--- config.mk ---
export PLATFORM = sky130hd
export DESIGN_NAME = psd_sqrt_stage
export DESIGN_NICKNAME = d
export VERILOG_FILES = /design/src/rtl/psd_pkg.sv /design/src/rtl/psd_sqrt_stage.sv
export SDC_FILE = /design/constraint.sdc
export NUM_CORES = 1
export LEC_CHECK = 0
export ABC_AREA = 0
export BUFFER_PORTS_ARGS = -buffer_cell sky130_fd_sc_hd__clkbuf_2
export CAP_MARGIN = 20
export CELL_PAD_IN_SITES_DETAIL_PLACEMENT = 1
export CELL_PAD_IN_SITES_GLOBAL_PLACEMENT = 1
export CORE_MARGIN = 5
export CORE_UTILIZATION = 35
export CTS_BUF_LIST = sky130_fd_sc_hd__clkbuf_8
export DETAILED_ROUTE_END_ITERATION = 10
export GPL_TIMING_DRIVEN = 0
export PLACE_DENSITY = 0.86
export SLEW_MARGIN = 20
export SYNTH_ARGS = -nofsm -noshare
export SYNTH_HDL_FRONTEND = slang
export SYNTH_SLANG_ARGS = --single-unit
export TNS_END_PERCENT = 100
--- constraint.sdc ---
create_clock -name i_clk -period 2.8 [get_ports i_clk]
set_clock_uncertainty 0.1 [all_clocks]
set_input_delay 0.42 -clock i_clk [delete_from_list [all_inputs] [get_ports i_clk]]
set_output_delay 0.42 -clock i_clk [all_outputs]
set_load 0.005 [all_outputs]
--- src/rtl/psd_pkg.sv ---
`default_nettype none
// ============================================================================
// psd_pkg
// Shared widths, payload types and stage bus types for the point to segment
// distance pipeline.
// ============================================================================
package psd_pkg;

    localparam int COORD_BITS = 32;
    localparam int DIFF_W     = COORD_BITS + 1;      // e-s and q-s differences
    localparam int L2_W       = 2 * COORD_BITS + 2;  // squared length, unsigned
    localparam int NUM_W      = 2 * COORD_BITS + 3;  // dot product, signed
    localparam int DIV_W      = 3 * COORD_BITS + 2;  // num * |d| dividend
    localparam int SQ_W       = 2 * COORD_BITS + 1;  // squared distance
    localparam int DIST_W     = COORD_BITS + 1;

    typedef enum logic [1:0] {
        WHERE_INTERIOR = 2'd0,
        WHERE_START    = 2'd1,
        WHERE_END      = 2'd2,
        WHERE_DEGEN    = 2'd3
    } t_where;

    typedef struct packed {
        logic signed [COORD_BITS-1:0] seg_start_x;
        logic signed [COORD_BITS-1:0] seg_start_y;
        logic signed [COORD_BITS-1:0] seg_end_x;
        logic signed [COORD_BITS-1:0] seg_end_y;
        logic signed [COORD_BITS-1:0] query_x;
        logic signed [COORD_BITS-1:0] query_y;
    } t_in;

    typedef struct packed {
        logic signed [COORD_BITS-1:0] near_x;
        logic signed [COORD_BITS-1:0] near_y;
        logic        [DIST_W-1:0]     distance;
        logic        [1:0]            where_code;
    } t_out;

    // Divider stage payload
    typedef struct packed {
        t_in                     pts;
        t_where                  code;
        logic                    neg_x;
        logic                    neg_y;
        logic [L2_W-1:0]         l2;
        logic [DIV_W-1:0]        rem_x;
        logic [DIV_W-1:0]        rem_y;
        logic [COORD_BITS-1:0]   quo_x;
        logic [COORD_BITS-1:0]   quo_y;
    } t_div;

    // Square root stage payload
    typedef struct packed {
        logic signed [COORD_BITS-1:0] near_x;
        logic signed [COORD_BITS-1:0] near_y;
        t_where                       code;
        logic [SQ_W-1:0]              rad;
        logic [DIST_W-1:0]            root;
    } t_sqr;

endpackage
`default_nettype wire

--- src/rtl/psd_sqrt_stage.sv ---
`default_nettype none
// ============================================================================
// psd_sqrt_stage
// One digit step of the floor square root: decides root bit K.
// ============================================================================
module psd_sqrt_stage
    import psd_pkg::*;
#(
    parameter int K = 0
) (
    input  wire logic i_clk,
    input  wire logic i_rst_n,
    input  wire logic i_en,
    input  wire logic i_valid,
    input  wire t_sqr i_data,
    output logic      o_valid,
    output t_sqr      o_data
);

    localparam int TW = SQ_W + 1;

    logic [TW-1:0] trial;
    logic [TW-1:0] rad_w;
    t_sqr          n_data;
    logic          r_valid;
    t_sqr          r_data;

    // (root + 2^K)^2 - root^2 = root*2^(K+1) + 2^(2K)
    always_comb begin
        trial  = (TW'(i_data.root) << (K + 1)) + (TW'(1) << (2 * K));
        rad_w  = TW'(i_data.rad);
        n_data = i_data;
        if (rad_w >= trial) begin
            n_data.rad     = SQ_W'(rad_w - trial);
            n_data.root[K] = 1'b1;
        end
    end

    always_ff @(posedge i_clk) begin
        if (!i_rst_n) begin
            r_valid <= 1'b0;
        end else if (i_en) begin
            r_valid <= i_valid;
        end
    end

    always_ff @(posedge i_clk) begin
        if (i_en) begin
            r_data <= n_data;
        end
    end

    assign o_valid = r_valid;
    assign o_data  = r_data;

endmodule
`default_nettype wire

==> run metrics <==
sw power=1950 uW; post-synthesis register bit count=165; Mapped Avg Cell Area=between 10 and 15 sq um; die height=166 um; total CTS buffers=17; initial antenna violation count=4; crit path time final=2.78 ns; Post-DP HPWL=roughly 24000 um; Starting Density=35.4%; clk buf depth=2; vias in the first global route=8314; vias per cell=5.20; Crit Path Max Fanout=10; WHS Path Cells=1; Core Area=0.0242 sq mm; Pre-antenna DRT Iters=6; Vias=7839; Final Slew Violations=0; final wirelength=32300 um; share of cells above drive strength 1=39.4%; CTS tree=yes; Final nets=1373; ys async rst share=0%; worst-margin pin slew=0.557 ns; status=complete, no violations; I/O pins=333; Die Span X=166 um; DRC Markers=0; fin crit share=99.3%; Reg power frac=48.7%; GPL Wtd Cong=0.863; Critical Path End Type=flip-flop; Clock Power Share=between 30% and 40%; worst r2r path cells=2; internal power=about 4400 uW; Hold WC Path Type=primary input to flip-flop; pwr/cell area=527 mW/mm^2; Post-Syn Area=0.00855 sq mm; final setup fails=0; Leakage Power=0.00504 uW; syn_nets=972; global route total overflow=0; Critical Path RT=2.92 ns; Syn Inst Count=roughly 770; worst skew pair latency=0.48 ns; Yosys cell types=63; synthesis-to-layout area growth=40.0%; largest net degree at the start of global routing=72; Seq/Total Area, Yosys=57.8%; H-tree Lvls=4; WP data arrival=2.90 ns; number of synthesized flops with an enable pin=164; Clock Tree Root=clkbuf_8; Combinational Power Share=between 20% and 30%; synth warn=0; maximum vdd ir drop=0.000268 V; Tot Pwr=6310 uW; die footprint=0.0277 sq mm; Routed Antenna Nets=0; top_reg_cell synth=edfxtp_1; 1st-iter DRT viols=520; kind of critical path=primary input to flip-flop; Site Rows=57; fmax=~360 MHz; Post-DP Area=roughly 0.011 sq mm; final instance area=0.0120 sq mm; max_slew headroom=between 60% and 70%; global-route wire length before repair=48200 um; input/output buffers=between 300 and 400; overall routing resource usage=22.1%; Switching Fraction=between 30% and 40%; # fillers=2716; setup TNS=0 ns; drt wl/cell=between 20 and 25 um; Clock transition at path regs=0.10 ns; Final Hold Vio Count=0; crit path launch type=primary input; max-capacitance violation count=0; total clock sinks=165
[metal layers]
layer / wire length, um / share of wire [%] / vias to the layer above / track usage (%)
li1: - / - / 3656 / -
met1: 12900 / 40 / 3885 / 25.6
met3: 1820 / 5.6 / 39 / 5.59
met2: 17000 / 53 / 253 / 40.6
met4: 486 / 1.5 / 6 / 6.12
met5: 39 / 0.12 / - / 0
[through the flow]
| stage | std cells | setup WS, ns | util (%) | hold WS (ns) |
|---|---|---|---|---|
| after floorplan | 769 | -0.00634 | - | 0.407 |
| after global routing | 1508 | -0.0588 | 49.5 | -0.00150 |
| final | 1508 | 0.0194 | 49.5 | 0.0230 |
| after CTS | 1493 | 0.00181 | 48.4 | 0.000785 |
| after detailed placement | 1426 | -0.963 | 45.0 | 0.448 |
| after global placement | 1424 | -1.23 | 44.7 | 0.402 |
[Yosys cell counts (3+ instances only)]
cell	number	area share, %
nor2_1	56	2.5
o31ai_1	5	0.44
nand3_1	18	1.1
clkbuf_1	19	0.83
o211a_1	3	0.35
xnor2_1	27	2.8
a21oi_1	45	2.6
nand4_1	21	1.5
nor4_1	7	0.51
nand4b_1	3	0.31
or2_2	3	0.22
inv_1	49	2.2
nand2_1	88	3.9
o21bai_1	3	0.26
or3_1	14	1.0
nor3b_1	4	0.35
o211ai_1	3	0.26
xor2_1	21	2.2
a211oi_1	7	0.61
nor3_1	17	0.99
o21ai_0	60	3.5
and2_1	3	0.22
nand2b_1	6	0.44
ha_1	34	5.0
buf_2	13	0.76
nor2b_1	3	0.22
nand3b_1	3	0.26
a21o_1	16	1.4
a31oi_1	8	0.59
edfxtp_1	164	58
o21a_1	5	0.44
[power by group through the flow]
stage	Combinational, uW	Sequential (uW)	Clock [uW]
after CTS	1280	3070	1950
after floorplan	537	3150	0
final	1340	3070	1900
after global routing	1450	3100	2070
after global placement	1170	3130	0
after detailed placement	1210	3130	0
[worst max-delay path, cell delays in order]
cell      delay [ns]
clkbuf_2        0.09
inv_1           0.04
ha_1            0.27
buf_2           0.17
a21oi_1         0.20
o21ai_1         0.20
a21oi_2         0.27
a31oi_2         0.17
o21ai_4         0.21
and4_4          0.25
buf_6           0.13
buf_6           0.16
nor2_1          0.06
mux2_4          0.25
[area by class of cell]
| cell class | instances | area [sq um] | share of cell area (%) |
|---|---|---|---|
| Tap cell | 324 | 405 | 3.38 |
| Sequential cell | 165 | 4940 | 41.3 |
| Clock inverter | 15 | 199 | 1.66 |
| Antenna cell | 1 | 2.50 | 0.0209 |
| Clock buffer | 17 | 234 | 1.95 |
| Inverter | 49 | 184 | 1.54 |
| Multi-Input combinational cell | 522 | 3590 | 30.0 |
| Timing Repair Buffer | 385 | 2210 | 18.5 |
| Buffer | 30 | 204 | 1.70 |
[cell usage in the layout, fill, tap and decap left out, drive strengths merged, types with 3 or more instances in the layout]
cell type	count
a211oi	7
a21o	16
a21oi	46
a221oi	3
a31oi	8
and2	4
buf	29
clkbuf	362
clkinv	4
dlygate4sd3	41
edfxtp	164
ha	34
inv	58
nand2	88
nand2b	6
nand3	18
nand3b	3
nand4	21
nand4b	3
nor2	56
nor2b	3
nor3	17
nor3b	4
nor4	9
o211a	3
o211ai	3
o21a	5
o21ai	61
o21bai	3
o31ai	5
or2	3
or3	14
or4	3
xnor2	27
xor2	21
[repair_timing]
item                                   4_1_cts  5_1_grt
setup buffers                                6        5
resized for setup                           17       41
pin swaps                                    5       10
hold buffers                                29       12
setup endpoints to repair                   65       65
endpoints found under the hold margin       29       12
[cells by family (layout without fill, tap and decap cells)]
family,count (synthesis),after routing,synth area share (%)
flip-flops,165,165,57.8
adder cells (fa/ha/maj),35,35,5.21
other,0,1,0
AND/OR/NAND/NOR,259,259,14.9
AO/OA/AOI/OAI,178,178,13.0
XOR/XNOR,48,48,4.91
multiplexers,2,2,0.249
buffers and inverters,82,496,3.88
[final timing paths]
check / start / to / slack [ns]
hold reg to reg: o_valid$_SDFFE_PN0P_ / o_valid$_SDFFE_PN0P_ / 0.45
hold / removal: i_data[107] / o_data[107]$_DFFE_PP_ / 0.02
setup / recovery: i_data[9] / o_data[96]$_DFFE_PP_ / 0.02
setup reg to reg: o_valid$_SDFFE_PN0P_ / o_valid$_SDFFE_PN0P_ / 2.09
[flip-flops by register name, indices dropped and copies added (netlist names)]
signal   cells
o_data     164
o_valid      1
No activity file was read; power rests on OpenSTA's default activity.
