--- config.mk ---
export PLATFORM = sky130hd
export DESIGN_NAME = psd_div_stage
export DESIGN_NICKNAME = d
export VERILOG_FILES = /design/src/rtl/psd_pkg.sv /design/src/rtl/psd_div_stage.sv
export SDC_FILE = /design/constraint.sdc
export NUM_CORES = 1
export LEC_CHECK = 0
export ABC_CLOCK_PERIOD_IN_PS = 5810
export BUFFER_PORTS_ARGS = -buffer_cell sky130_fd_sc_hd__buf_2
export CORE_AREA = 2 2 407 409
export DETAILED_ROUTE_END_ITERATION = 10
export DIE_AREA = 0 0 409 411
export PLACE_DENSITY = 0.43
export SKIP_CTS_REPAIR_TIMING = 1
export SYNTH_ARGS = -nofsm -noshare
export SYNTH_HDL_FRONTEND = slang
export SYNTH_SLANG_ARGS = --single-unit
--- constraint.sdc ---
create_clock -name i_clk -period 5.81 [get_ports i_clk]
set_input_delay 0.581 -clock i_clk [delete_from_list [all_inputs] [get_ports i_clk]]
set_output_delay 0.581 -clock i_clk [all_outputs]
set_load 0.02 [all_outputs]
--- src/rtl/psd_pkg.sv ---
`default_nettype none
// ============================================================================
// psd_pkg
// Shared widths, payload types and stage bus types for the point to segment
// distance pipeline.
// ============================================================================
package psd_pkg;

    localparam int COORD_BITS = 32;
    localparam int DIFF_W     = COORD_BITS + 1;      // e-s and q-s differences
    localparam int L2_W       = 2 * COORD_BITS + 2;  // squared length, unsigned
    localparam int NUM_W      = 2 * COORD_BITS + 3;  // dot product, signed
    localparam int DIV_W      = 3 * COORD_BITS + 2;  // num * |d| dividend
    localparam int SQ_W       = 2 * COORD_BITS + 1;  // squared distance
    localparam int DIST_W     = COORD_BITS + 1;

    typedef enum logic [1:0] {
        WHERE_INTERIOR = 2'd0,
        WHERE_START    = 2'd1,
        WHERE_END      = 2'd2,
        WHERE_DEGEN    = 2'd3
    } t_where;

    typedef struct packed {
        logic signed [COORD_BITS-1:0] seg_start_x;
        logic signed [COORD_BITS-1:0] seg_start_y;
        logic signed [COORD_BITS-1:0] seg_end_x;
        logic signed [COORD_BITS-1:0] seg_end_y;
        logic signed [COORD_BITS-1:0] query_x;
        logic signed [COORD_BITS-1:0] query_y;
    } t_in;

    typedef struct packed {
        logic signed [COORD_BITS-1:0] near_x;
        logic signed [COORD_BITS-1:0] near_y;
        logic        [DIST_W-1:0]     distance;
        logic        [1:0]            where_code;
    } t_out;

    // Divider stage payload
    typedef struct packed {
        t_in                     pts;
        t_where                  code;
        logic                    neg_x;
        logic                    neg_y;
        logic [L2_W-1:0]         l2;
        logic [DIV_W-1:0]        rem_x;
        logic [DIV_W-1:0]        rem_y;
        logic [COORD_BITS-1:0]   quo_x;
        logic [COORD_BITS-1:0]   quo_y;
    } t_div;

    // Square root stage payload
    typedef struct packed {
        logic signed [COORD_BITS-1:0] near_x;
        logic signed [COORD_BITS-1:0] near_y;
        t_where                       code;
        logic [SQ_W-1:0]              rad;
        logic [DIST_W-1:0]            root;
    } t_sqr;

endpackage
`default_nettype wire

--- src/rtl/psd_div_stage.sv ---
`default_nettype none
// ============================================================================
// psd_div_stage
// One restoring division step for both components: quotient bit K.
// ============================================================================
module psd_div_stage
    import psd_pkg::*;
#(
    parameter int K = 0
) (
    input  wire logic i_clk,
    input  wire logic i_rst_n,
    input  wire logic i_en,
    input  wire logic i_valid,
    input  wire t_div i_data,
    output logic      o_valid,
    output t_div      o_data
);

    logic [DIV_W-1:0] trial;
    t_div             n_data;
    logic             r_valid;
    t_div             r_data;

    always_comb begin
        trial  = DIV_W'(i_data.l2) << K;
        n_data = i_data;
        if (i_data.rem_x >= trial) begin
            n_data.rem_x    = i_data.rem_x - trial;
            n_data.quo_x[K] = 1'b1;
        end
        if (i_data.rem_y >= trial) begin
            n_data.rem_y    = i_data.rem_y - trial;
            n_data.quo_y[K] = 1'b1;
        end
    end

    always_ff @(posedge i_clk) begin
        if (!i_rst_n) begin
            r_valid <= 1'b0;
        end else if (i_en) begin
            r_valid <= i_valid;
        end
    end

    always_ff @(posedge i_clk) begin
        if (i_en) begin
            r_data <= n_data;
        end
    end

    assign o_valid = r_valid;
    assign o_data  = r_data;

endmodule
`default_nettype wire

==> summary.md, run 1 <==
| Metric | Value |
|---|---|
| Critical path, cell by cell | buf_2 -> inv_1 -> ha_1 -> nand4_1 -> nor4_1 -> nand3_1 -> o21ai_0 -> o21ai_0 -> o31ai_1 -> a21boi_0 -> o21ai_0 -> xnor2_1 -> o21ai_0 |
| Reg2reg end | o_valid$_SDFFE_PN0P_ |
| Outcome | finished, final reports clean |
| Sequential fraction of the synthesis area | 0.5644 |
| TritonCTS clock tree | built |
| Die width | 409 um |
| Area of the core | 163900 um2 |
| DRC | 0 |
| Fmax | 217.2 MHz |
| Worst hold path stage count | 1 |
| Die height | 411 um |
| Count of maximum capacitance violations | 0 |
| IO buf count | 1048 |
| DP HPWL | 142800 um |
| Yosys Warn Count | 0 |
| Initial drt markers | 1728 |
| Clock-pin slew on the worst setup and hold paths | 0.06 ns |
| CP Data Arrival Time | 5.00 ns |
| Kind of critical path | input pin to flop |
| Dpl cells | 5676 |
| Critical Path Start | i_data[277] |
| End point of the worst hold path | o_data[17]$_DFFE_PP_ |
| Placed cell areas | 35710 um2 |
| FILL cells | 17890 |
| RD Place Congestion | 0.8954 |
| Clk root buf | clkbuf_16 |
| Largest net degree at the start of global routing | 133 |
| Final Max Tran Viols | 0 |
| Syn_area_per_cell | 11.11 um2 |
| HP Start | i_data[17] |
| Slowest CP cell | nor4_1 |
| PwrDens | 315.3 nW/um2 |
| Non-Filler Instances | 5814 |
| Unrepaired setup endpoints after global routing | false |
| Final setup vio count | 0 |
| Max Buffers Root-to-Sink | 3 |
| Max stage delay on crit path | 0.67 ns |
| Synthesized Nets | 3164 |
| Top Ports | 1049 |
| CP dominant cell by count | o21ai_0 |
| Critical path endpoint category | flop |
| Worst relative slew slack | 0.1820 |
| Worst-Margin Slew | 1.212 ns |
| TritonCTS buffer count | 71 |
| Maximum fanout along the worst path | 9 |
| Leakage | 15.23 nW |
| Tcrit/Tclk final | 0.7926 |
| Worst skew pair latency | 0.65 ns |
| Post-Syn Instances | 2504 |
| Netlist Area Pre-Place | 27810 um2 |
| Hold_ws | 0.08639 ns |
| Number of flops mapped to enable cells by yosys | 522 |
| Via density | 4.377 |
| WP data required | 6.21 ns |
| Worst r2r src | o_valid$_SDFFE_PN0P_ |
| First-pass iteration count of the detailed router | 5 |
| Internal reg-to-reg setup slack | 5.22 ns |
| Share of cells above drive strength 1 | 0.3411 |
| Final worst path period need | 4.605 ns |
| Drt total wl | 168500 um |
| Clock skew | 0 ns |
| Post-route setup TNS | 0 ns |
| Post-route cell area | 37950 um2 |
| Post-synthesis cell type count | 79 |
| Final nets | 4220 |
| Area delta synth->final | 36.47% |
| Peak supply drop | 0.0001921 V |
| Final Hold Vio Count | 0 |
| WL per Instance | 28.99 um |
| Initial antenna violation count | 71 |
| Total power | 11.97 mW |
| Yosys reg bits | 523 |
| Cells on worst reg2reg path | 2 |
| H-tree depth | 3 |
| Die Area | 168100 um2 |
| Startpoint type of the worst setup path | input pin |
| Main synth FF type | edfxtp_1 |
| Clk sinks | 523 |
| Vias | 25450 |
| Vias in the first global route | 25370 |
| Post-synth ARST share | 0 |
| Core Rows | 149 |
| ANT nets after route | 0 |
| Initial core utilization | 0.1697 |
| Overall routing resource usage | 0.1916 |
| Gr ovfl total | 0 |
| Type of the most critical hold path | input pin to flop |
| First-pass GRT wire length | 221000 um |
==> cell usage after synthesis, types with 18 or more instances <==
cell type | instances | area share
nor4_1 | 29 | 0.0065
xnor2_1 | 106 | 0.033
nand2_1 | 244 | 0.033
nand4_1 | 64 | 0.014
a31oi_1 | 21 | 0.0047
or3_1 | 33 | 0.0074
nor3_1 | 51 | 0.0092
inv_1 | 114 | 0.015
buf_2 | 26 | 0.0047
o211ai_1 | 19 | 0.0051
o21bai_1 | 44 | 0.012
a21oi_1 | 262 | 0.047
xor2_1 | 82 | 0.026
o21ai_0 | 169 | 0.030
clkbuf_1 | 73 | 0.0099
nor2_1 | 182 | 0.025
ha_1 | 132 | 0.059
nand3_1 | 29 | 0.0052
edfxtp_1 | 522 | 0.56
a21o_1 | 50 | 0.013
o21a_1 | 18 | 0.0049
==> power breakdown <==
part           internal (mW)  total, mW  switching (mW)
combinational          0.883       2.87            1.99
clock                   2.43       4.32            1.89
sequential              4.63       4.78           0.146
total                   7.94       12.0            4.03
==> area by class of cell <==
class	count	area, um2	share of cell area
clock buffers	84	1847	0.04866
repair buffers	1087	5610	0.1478
clock inverters	38	350.3	0.009231
diodes	16	40.04	0.001055
multi-input cells	1763	11240	0.2962
flip-flops and latches	523	15700	0.4136
inverters	114	427.9	0.01128
well taps	2189	2739	0.07217
==> cell usage in the layout, fill, tap and decap left out, drive strengths merged, types with 64 or more instances in the layout <==
| cell | Yosys | routed |
|---|---|---|
| buf | 31 | 1087 |
| edfxtp | 522 | 522 |
| a21oi | 262 | 262 |
| nand2 | 244 | 244 |
| nor2 | 183 | 183 |
| o21ai | 175 | 175 |
| ha | 132 | 132 |
| inv | 114 | 121 |
| xnor2 | 106 | 106 |
| clkbuf | 73 | 84 |
| xor2 | 82 | 82 |
| nand4 | 64 | 64 |
==> metal layers <==
metal  track usage  part of all wire  vias to the layer above
li1              -                 -                    11480
met1        0.2091              0.37                    12620
met2        0.3507              0.52                     1027
met3       0.05536             0.073                      254
met4       0.06744             0.035                       60
met5             0            0.0025                        -
==> cell families after synthesis <==
family,Yosys count,share of synthesized area
adders and majority gates,134,0.06083
AOI/OAI and AO/OA,698,0.1529
buffers and inverters,218,0.03167
xor gates and xnor gates,188,0.05921
and+or+nand+nor,729,0.1254
muxes,14,0.005579
DFF,523,0.5644
==> per-stage QoR <==
| stage | utilization | setup slack, ns |
|---|---|---|
| 3_5_place_dp | 0.2179 | 0.4589 |
| 2_1_floorplan | - | 2.114 |
| 4_1_cts | 0.2313 | 1.186 |
| 3_3_place_gp | 0.2179 | 0.3934 |
| 5_1_grt | 0.2314 | 0.9636 |
| 6_report | 0.2316 | 1.205 |
==> worst max-delay path: cells and delay by family <==
family,cells,cell delay [ns]
simple gates,3,1.04
buf+inv,2,0.21
compound gates,6,2.39
xor+xnor,1,0.23
fa+ha+maj,1,0.54
==> how the worst max path moves through the flow <==
stage               slack (ns)  depth (start not counted)               endpoint
finish                    1.20                         13  o_data[124]$_DFFE_PP_
global route              0.96                         13  o_data[156]$_DFFE_PP_
CTS                       1.19                         12  o_data[243]$_DFFE_PP_
detailed placement        0.46                         12  o_data[243]$_DFFE_PP_
global placement          0.39                         12  o_data[243]$_DFFE_PP_
floorplan                 2.11                         13  o_data[161]$_DFFE_PP_
==> flip-flops by register name (all words and copies together), names as in the netlist <==
| register | flops |
|---|---|
| o_valid | 1 |
| o_data | 522 |
Note: power is estimated with default switching activity, not from simulation.
==> inputs of run 2 (changes only) <==
--- a/config.mk
+++ b/config.mk
@@ -5,7 +5,7 @@
 export SDC_FILE = /design/constraint.sdc
 export NUM_CORES = 1
 export LEC_CHECK = 0
-export ABC_CLOCK_PERIOD_IN_PS = 5810
+export ABC_CLOCK_PERIOD_IN_PS = 4500
 export BUFFER_PORTS_ARGS = -buffer_cell sky130_fd_sc_hd__buf_2
 export CORE_AREA = 2 2 407 409
 export DETAILED_ROUTE_END_ITERATION = 10
==> constraint.sdc (replaced) <==
create_clock -name i_clk -period 4.5 [get_ports i_clk]
set_input_delay 0.45 -clock i_clk [delete_from_list [all_inputs] [get_ports i_clk]]
set_output_delay 0.45 -clock i_clk [all_outputs]
set_load 0.02 [all_outputs]
==> summary.md, run 2 (same netlist as run 1, synthesis figures left out) <==
| Metric | Value |
|---|---|
| Startpoint type of the worst setup path | input pin (unchanged) |
| WL per Instance | 27.15 um (was 28.99 um) |
| Final Max Tran Viols | 0 (unchanged) |
| Cells on worst reg2reg path | 2 (unchanged) |
| CP Data Arrival Time | 4.72 ns (was 5.00 ns) |
| Maximum fanout along the worst path | 7 (was 9) |
| IO buf count | 1048 (unchanged) |
| Internal reg-to-reg setup slack | 3.89 ns (was 5.22 ns) |
| Initial drt markers | 1733 (was 1728) |
| Worst r2r src | o_valid$_SDFFE_PN0P_ (unchanged) |
| CP dominant cell by count | buf_4 (was o21ai_0) |
| HP Start | i_rst_n (was i_data[17]) |
| Via density | 4.287 (was 4.377) |
| Final worst path period need | 4.280 ns |
| Max Buffers Root-to-Sink | 3 (unchanged) |
| Die height | 411 um (unchanged) |
| Drt total wl | 170000 um (was 168500 um) |
| Outcome | finished, final reports clean (unchanged) |
| Area delta synth->final | 51.94% (was 36.47%) |
| Clock-pin slew on the worst setup and hold paths | 0.05 ns (was 0.06 ns) |
| Total power | 16.10 mW (was 11.97 mW) |
| RD Place Congestion | 0.8782 (was 0.8954) |
| TritonCTS clock tree | built (unchanged) |
| Buf+Inv Stages, Crit Path | 5 (was 2) |
| Slowest CP cell | or4bb_1 (was nor4_1) |
| Final setup vio count | 0 (unchanged) |
| Final nets | 4661 (was 4220) |
| Overall routing resource usage | 0.1917 (was 0.1916) |
| Critical Path Start | i_data[286] (was i_data[277]) |
| ANT nets after route | 0 (unchanged) |
| Unrepaired setup endpoints after global routing | false (unchanged) |
| Die Area | 168100 um2 (unchanged) |
| Kind of critical path | input pin to flop (unchanged) |
| Top Ports | 1049 (unchanged) |
| Fmax | 233.6 MHz |
| WP data required | 4.94 ns (was 6.21 ns) |
| Post-route setup TNS | 0 ns (unchanged) |
| Worst hold path stage count | 2 (was 1) |
| First-pass GRT wire length | 221000 um (about the same) |
| DP HPWL | 143300 um (was 142800 um) |
| Max stage delay on crit path | 0.57 ns (was 0.67 ns) |
| Vias | 26850 (was 25450) |
| First-pass iteration count of the detailed router | 5 (unchanged) |
| Peak supply drop | 0.0003408 V (was 0.0001921 V) |
| Commonest non-fill, non-tap cell in the layout | buf_2 (unchanged) |
| Tcrit/Tclk final | 0.9512 |
| Gr ovfl total | 0 (unchanged) |
| TritonCTS buffer count | 73 (was 71) |
| Type of the most critical hold path | input pin to flop (unchanged) |
| Clock skew | 0 ns (unchanged) |
| Worst-Margin Slew | 1.082 ns (was 1.212 ns) |
| Max reg flops | 522 (unchanged) |
| End point of the worst hold path | o_valid$_SDFFE_PN0P_ (was o_data[17]$_DFFE_PP_) |
| Leakage | 17.24 nW (was 15.23 nW) |
| PwrDens | 381.0 nW/um2 (was 315.3 nW/um2) |
| Count of maximum capacitance violations | 0 (unchanged) |
| Initial core utilization | 0.1697 (unchanged) |
| Vias in the first global route | 25680 (was 25370) |
| Worst skew pair latency | 0.64 ns (was 0.65 ns) |
| Share of cells above drive strength 1 | 0.3330 (was 0.3411) |
| Clk root buf | clkbuf_16 (unchanged) |
| DRC | 0 (unchanged) |
| Most frequent cells in the layout | buf_2 (1047), edfxtp_1 (522), dlygate4sd3_1 (322), a21oi_1 (262), nand2_1 (244) (was buf_2 (1047), edfxtp_1 (522), a21oi_1 (262), nand2_1 (244), nor2_1 (182)) |
| Area of the core | 163900 um2 (unchanged) |
| Critical path endpoint category | flop (unchanged) |
| Reg2reg end | o_valid$_SDFFE_PN0P_ (unchanged) |
| Initial antenna violation count | 52 (was 71) |
| Crit-path leading delay family | simple AND/OR/NAND/NOR gates (was compound AO/OA/AOI/OAI gates) |
| Worst relative slew slack | 0.2597 (was 0.1820) |
| Clk sinks | 523 (unchanged) |
| Core Rows | 149 (unchanged) |
| Final Hold Vio Count | 0 (unchanged) |
| Die width | 409 um (unchanged) |
| Largest net degree at the start of global routing | 102 (was 133) |
| Critical path, cell by cell | dlygate4sd3_1 -> buf_2 -> inv_1 -> ha_1 -> nand4_1 -> nor4_1 -> buf_4 -> or4bb_1 -> o31ai_1 -> buf_4 -> a2111o_1 -> nor2_4 -> nand4b_1 -> or4_1 -> a31oi_1 -> xor2_1 (was buf_2 -> inv_1 -> ha_1 -> nand4_1 -> nor4_1 -> nand3_1 -> o21ai_0 -> o21ai_0 -> o31ai_1 -> a21boi_0 -> o21ai_0 -> xnor2_1 -> o21ai_0) |
| H-tree depth | 3 (unchanged) |
==> run 2: final cells by class <==
cell class	instances	area, um2
diodes	20	50.05
multi-input cells	1763	11240
flip-flops and latches	523	15700
repair buffers	1526	9749
clock buffers	82	1871
clock inverters	46	479.2
fillers	17600	121600
inverters	114	427.9
well taps	2189	2739
==> run 2: power breakdown <==
group	total [mW]	internal, mW	switching [mW]
Sequential	6.19	5.98	0.208
Clock	5.87	3.41	2.46
Combinational	4.05	1.42	2.62
==> run 2: how the worst max path moves through the flow <==
| stage | to | slack (ns) | cells after the start |
|---|---|---|---|
| 2_1_floorplan | o_data[161]$_DFFE_PP_ | 0.94 | 13 |
| 3_3_place_gp | o_data[156]$_DFFE_PP_ | -0.18 | 14 |
| 3_5_place_dp | o_data[156]$_DFFE_PP_ | -0.26 | 14 |
| 4_1_cts | o_data[156]$_DFFE_PP_ | 0.48 | 14 |
| 5_1_grt | o_data[156]$_DFFE_PP_ | 0.01 | 19 |
| 6_report | o_data[156]$_DFFE_PP_ | 0.22 | 16 |
==> run 2: routing by layer <==
layer	global-route usage	wire length (um)
met1	0.2075	64820
met2	0.3569	88760
met3	0.05211	10080
met4	0.06477	6096
met5	0	275
==> run 2: metrics by stage <==
step	setup WS [ns]	hold WS [ns]	util	std cells	instance area [um2]
2_1_floorplan	0.9352	0.5489	-	2504	27810
3_3_place_gp	-0.1835	0.4921	0.2235	5793	36630
3_5_place_dp	-0.2562	0.5088	0.2235	5793	36630
4_1_cts	0.4767	-0.1578	0.2379	5921	38980
5_1_grt	0.01190	0.0008277	0.2577	6252	42230
6_report	0.2198	0.03825	0.2578	6263	42250
==> inputs of run 3 (changes only) <==
--- a/config.mk
+++ b/config.mk
@@ -7,9 +7,9 @@
 export LEC_CHECK = 0
 export ABC_CLOCK_PERIOD_IN_PS = 4500
 export BUFFER_PORTS_ARGS = -buffer_cell sky130_fd_sc_hd__buf_2
-export CORE_AREA = 2 2 407 409
+export CORE_AREA = 2 2 405 407
 export DETAILED_ROUTE_END_ITERATION = 10
-export DIE_AREA = 0 0 409 411
+export DIE_AREA = 0 0 407 409
 export PLACE_DENSITY = 0.43
 export SKIP_CTS_REPAIR_TIMING = 1
 export SYNTH_ARGS = -nofsm -noshare
==> summary.md, run 3 (same netlist as run 1, synthesis figures left out) <==
| Metric | Value |
|---|---|
| Commonest non-fill, non-tap cell in the layout | buf_2 (unchanged) |
| Drt total wl | 170200 um (was 170000 um) |
| WP data required | 4.95 ns (was 4.94 ns) |
| First-pass GRT wire length | 220100 um (was 221000 um) |
| Max stage delay on crit path | 0.52 ns (was 0.57 ns) |
| Total power | 16.02 mW (was 16.10 mW) |
| First-pass iteration count of the detailed router | 7 (was 5) |
| HP Start | i_data[287] (was i_rst_n) |
| RD Place Congestion | 0.8831 (was 0.8782) |
| Top sig layer | met5 (unchanged) |
| Worst relative slew slack | 0.3412 (was 0.2597) |
| Internal reg-to-reg setup slack | 3.91 ns (was 3.89 ns) |
| Initial drt markers | 1643 (was 1733) |
| Overall routing resource usage | 0.1928 (was 0.1917) |
| Type of the most critical hold path | input pin to flop (unchanged) |
| DP HPWL | 142700 um (was 143300 um) |
| Critical Path Start | i_data[278] (was i_data[286]) |
| Die height | 409 um (was 411 um) |
| Max reg flops | 522 (unchanged) |
| Count of maximum capacitance violations | 0 (unchanged) |
| Final nets | 4659 (was 4661) |
| Final Hold Vio Count | 0 (unchanged) |
| Slowest CP cell | dlygate4sd3_1 (was or4bb_1) |
| Startpoint type of the worst setup path | input pin (unchanged) |
| End point of the worst hold path | o_data[287]$_DFFE_PP_ (was o_valid$_SDFFE_PN0P_) |
| Setup ws final | 0.2002 ns (was 0.2198 ns) |
| Cells on worst reg2reg path | 2 (unchanged) |
| CP Data Arrival Time | 4.75 ns (was 4.72 ns) |
| Final setup vio count | 0 (unchanged) |
| IO buf count | 1048 (unchanged) |
| Tcrit/Tclk final | 0.9555 (was 0.9512) |
| TritonCTS clock tree | built (unchanged) |
| Leakage | 17.24 nW (about the same) |
| Clk sinks | 523 (unchanged) |
| Max Buffers Root-to-Sink | 3 (unchanged) |
| Gr ovfl total | 0 (unchanged) |
| Vias in the first global route | 25650 (was 25680) |
| Post-route setup TNS | 0 ns (unchanged) |
| WL per Instance | 27.18 um (was 27.15 um) |
| Peak supply drop | 0.0002708 V (was 0.0003408 V) |
| Met3 wire len | 11160 um (was 10080 um) |
| PwrDens | 379.4 nW/um2 (was 381.0 nW/um2) |
| Fmax | 232.6 MHz (was 233.6 MHz) |
| Critical path, cell by cell | dlygate4sd3_1 -> buf_2 -> inv_1 -> ha_1 -> nand4_1 -> nor4_1 -> buf_4 -> nand3_1 -> o21ai_0 -> o21ai_0 -> buf_4 -> o31ai_1 -> buf_4 -> a21boi_0 -> o21ai_0 -> buf_4 -> a31oi_1 -> xor2_1 (was dlygate4sd3_1 -> buf_2 -> inv_1 -> ha_1 -> nand4_1 -> nor4_1 -> buf_4 -> or4bb_1 -> o31ai_1 -> buf_4 -> a2111o_1 -> nor2_4 -> nand4b_1 -> or4_1 -> a31oi_1 -> xor2_1) |
| Hold_ws | 0.04864 ns (was 0.03825 ns) |
| Buf+Inv Stages, Crit Path | 7 (was 5) |
| Via density | 4.325 (was 4.287) |
| ANT nets after route | 0 (unchanged) |
| DRC | 0 (unchanged) |
| Final Max Tran Viols | 0 (unchanged) |
| Worst-Margin Slew | 0.9882 ns (was 1.082 ns) |
| Place WS | -0.09354 ns (was -0.2562 ns) |
| Worst hold path stage count | 1 (was 2) |
| Initial antenna violation count | 62 (was 52) |
| Core Rows | 148 (was 149) |
| Clk root buf | clkbuf_16 (unchanged) |
| Maximum fanout along the worst path | 4 (was 7) |
| Most frequent cells in the layout | buf_2 (1047), edfxtp_1 (522), dlygate4sd3_1 (316), a21oi_1 (262), nand2_1 (244) (was buf_2 (1047), edfxtp_1 (522), dlygate4sd3_1 (322), a21oi_1 (262), nand2_1 (244)) |
| DR WL met2 | 88410 um (was 88760 um) |
| Kind of critical path | input pin to flop (unchanged) |
| Clock skew | 0 ns (unchanged) |
| Final worst path period need | 4.300 ns (was 4.280 ns) |
| Vias | 27080 (was 26850) |
| Crit-path leading delay family | compound AO/OA/AOI/OAI gates (was simple AND/OR/NAND/NOR gates) |
| Share of cells above drive strength 1 | 0.3356 (was 0.3330) |
| Critical path endpoint category | flop (unchanged) |
| Area of the core | 162000 um2 (was 163900 um2) |
| Worst r2r src | o_valid$_SDFFE_PN0P_ (unchanged) |
| Largest net degree at the start of global routing | 99 (was 102) |
| CP dominant cell by count | buf_4 (unchanged) |
| Outcome | finished, final reports clean (unchanged) |
| Top Ports | 1049 (unchanged) |
| H-tree depth | 3 (unchanged) |
| Area delta synth->final | 51.81% (was 51.94%) |
| Die Area | 166500 um2 (was 168100 um2) |
| Initial core utilization | 0.1716 (was 0.1697) |
| Clock-pin slew on the worst setup and hold paths | 0.06 ns (was 0.05 ns) |
| Die width | 407 um (was 409 um) |
| Metal-1 WL | 64720 um (was 64820 um) |
| TritonCTS buffer count | 71 (was 73) |
| Worst skew pair latency | 0.65 ns (was 0.64 ns) |
| Reg2reg end | o_valid$_SDFFE_PN0P_ (unchanged) |
-- run 3: worst register-to-register path, stage by stage (launching register included) --
cell	delay, ns
dfxtp_1	0.31
mux2i_1	0.12
nor2b_1	0.06
-- run 3: how the worst max path moves through the flow --
stage | to | cells after the start
after floorplan | o_data[161]$_DFFE_PP_ | 13
after global placement | o_data[156]$_DFFE_PP_ | 18
after detailed placement | o_data[156]$_DFFE_PP_ | 18
after CTS | o_data[156]$_DFFE_PP_ | 18
after global routing | o_data[156]$_DFFE_PP_ | 17
final | o_data[156]$_DFFE_PP_ | 18
-- run 3: power breakdown --
group	switching, mW	internal [mW]	total, mW
combinational	2.64	1.42	4.05
clock	2.44	3.36	5.80
sequential	0.190	5.98	6.17
-- run 3: metrics by stage --
step           utilization  area, um2  std cells
6_report            0.2605      42220       6261
5_1_grt             0.2603      42170       6243
4_1_cts             0.2405      38980       5914
3_5_place_dp        0.2262      36650       5785
3_3_place_gp        0.2262      36650       5785
2_1_floorplan            -      27810       2504
-- run 3: metal layers --
| metal | up-vias | global-route usage |
|---|---|---|
| met4 | 44 | 0.07018 |
| met1 | 13400 | 0.2104 |
| li1 | 12410 | - |
| met5 | - | 0 |
| met2 | 984 | 0.3526 |
| met3 | 238 | 0.05211 |
-- run 3: layout make-up --
cell class / instances / area [um2]
Clock inverter: 41 / 447.9
Tap cell: 2175 / 2721
Sequential cell: 523 / 15700
Clock buffer: 88 / 1883
Timing Repair Buffer: 1526 / 9722
Multi-Input combinational cell: 1763 / 11240
Fill cell: 17460 / 119800
Antenna cell: 31 / 77.57
Inverter: 114 / 427.9
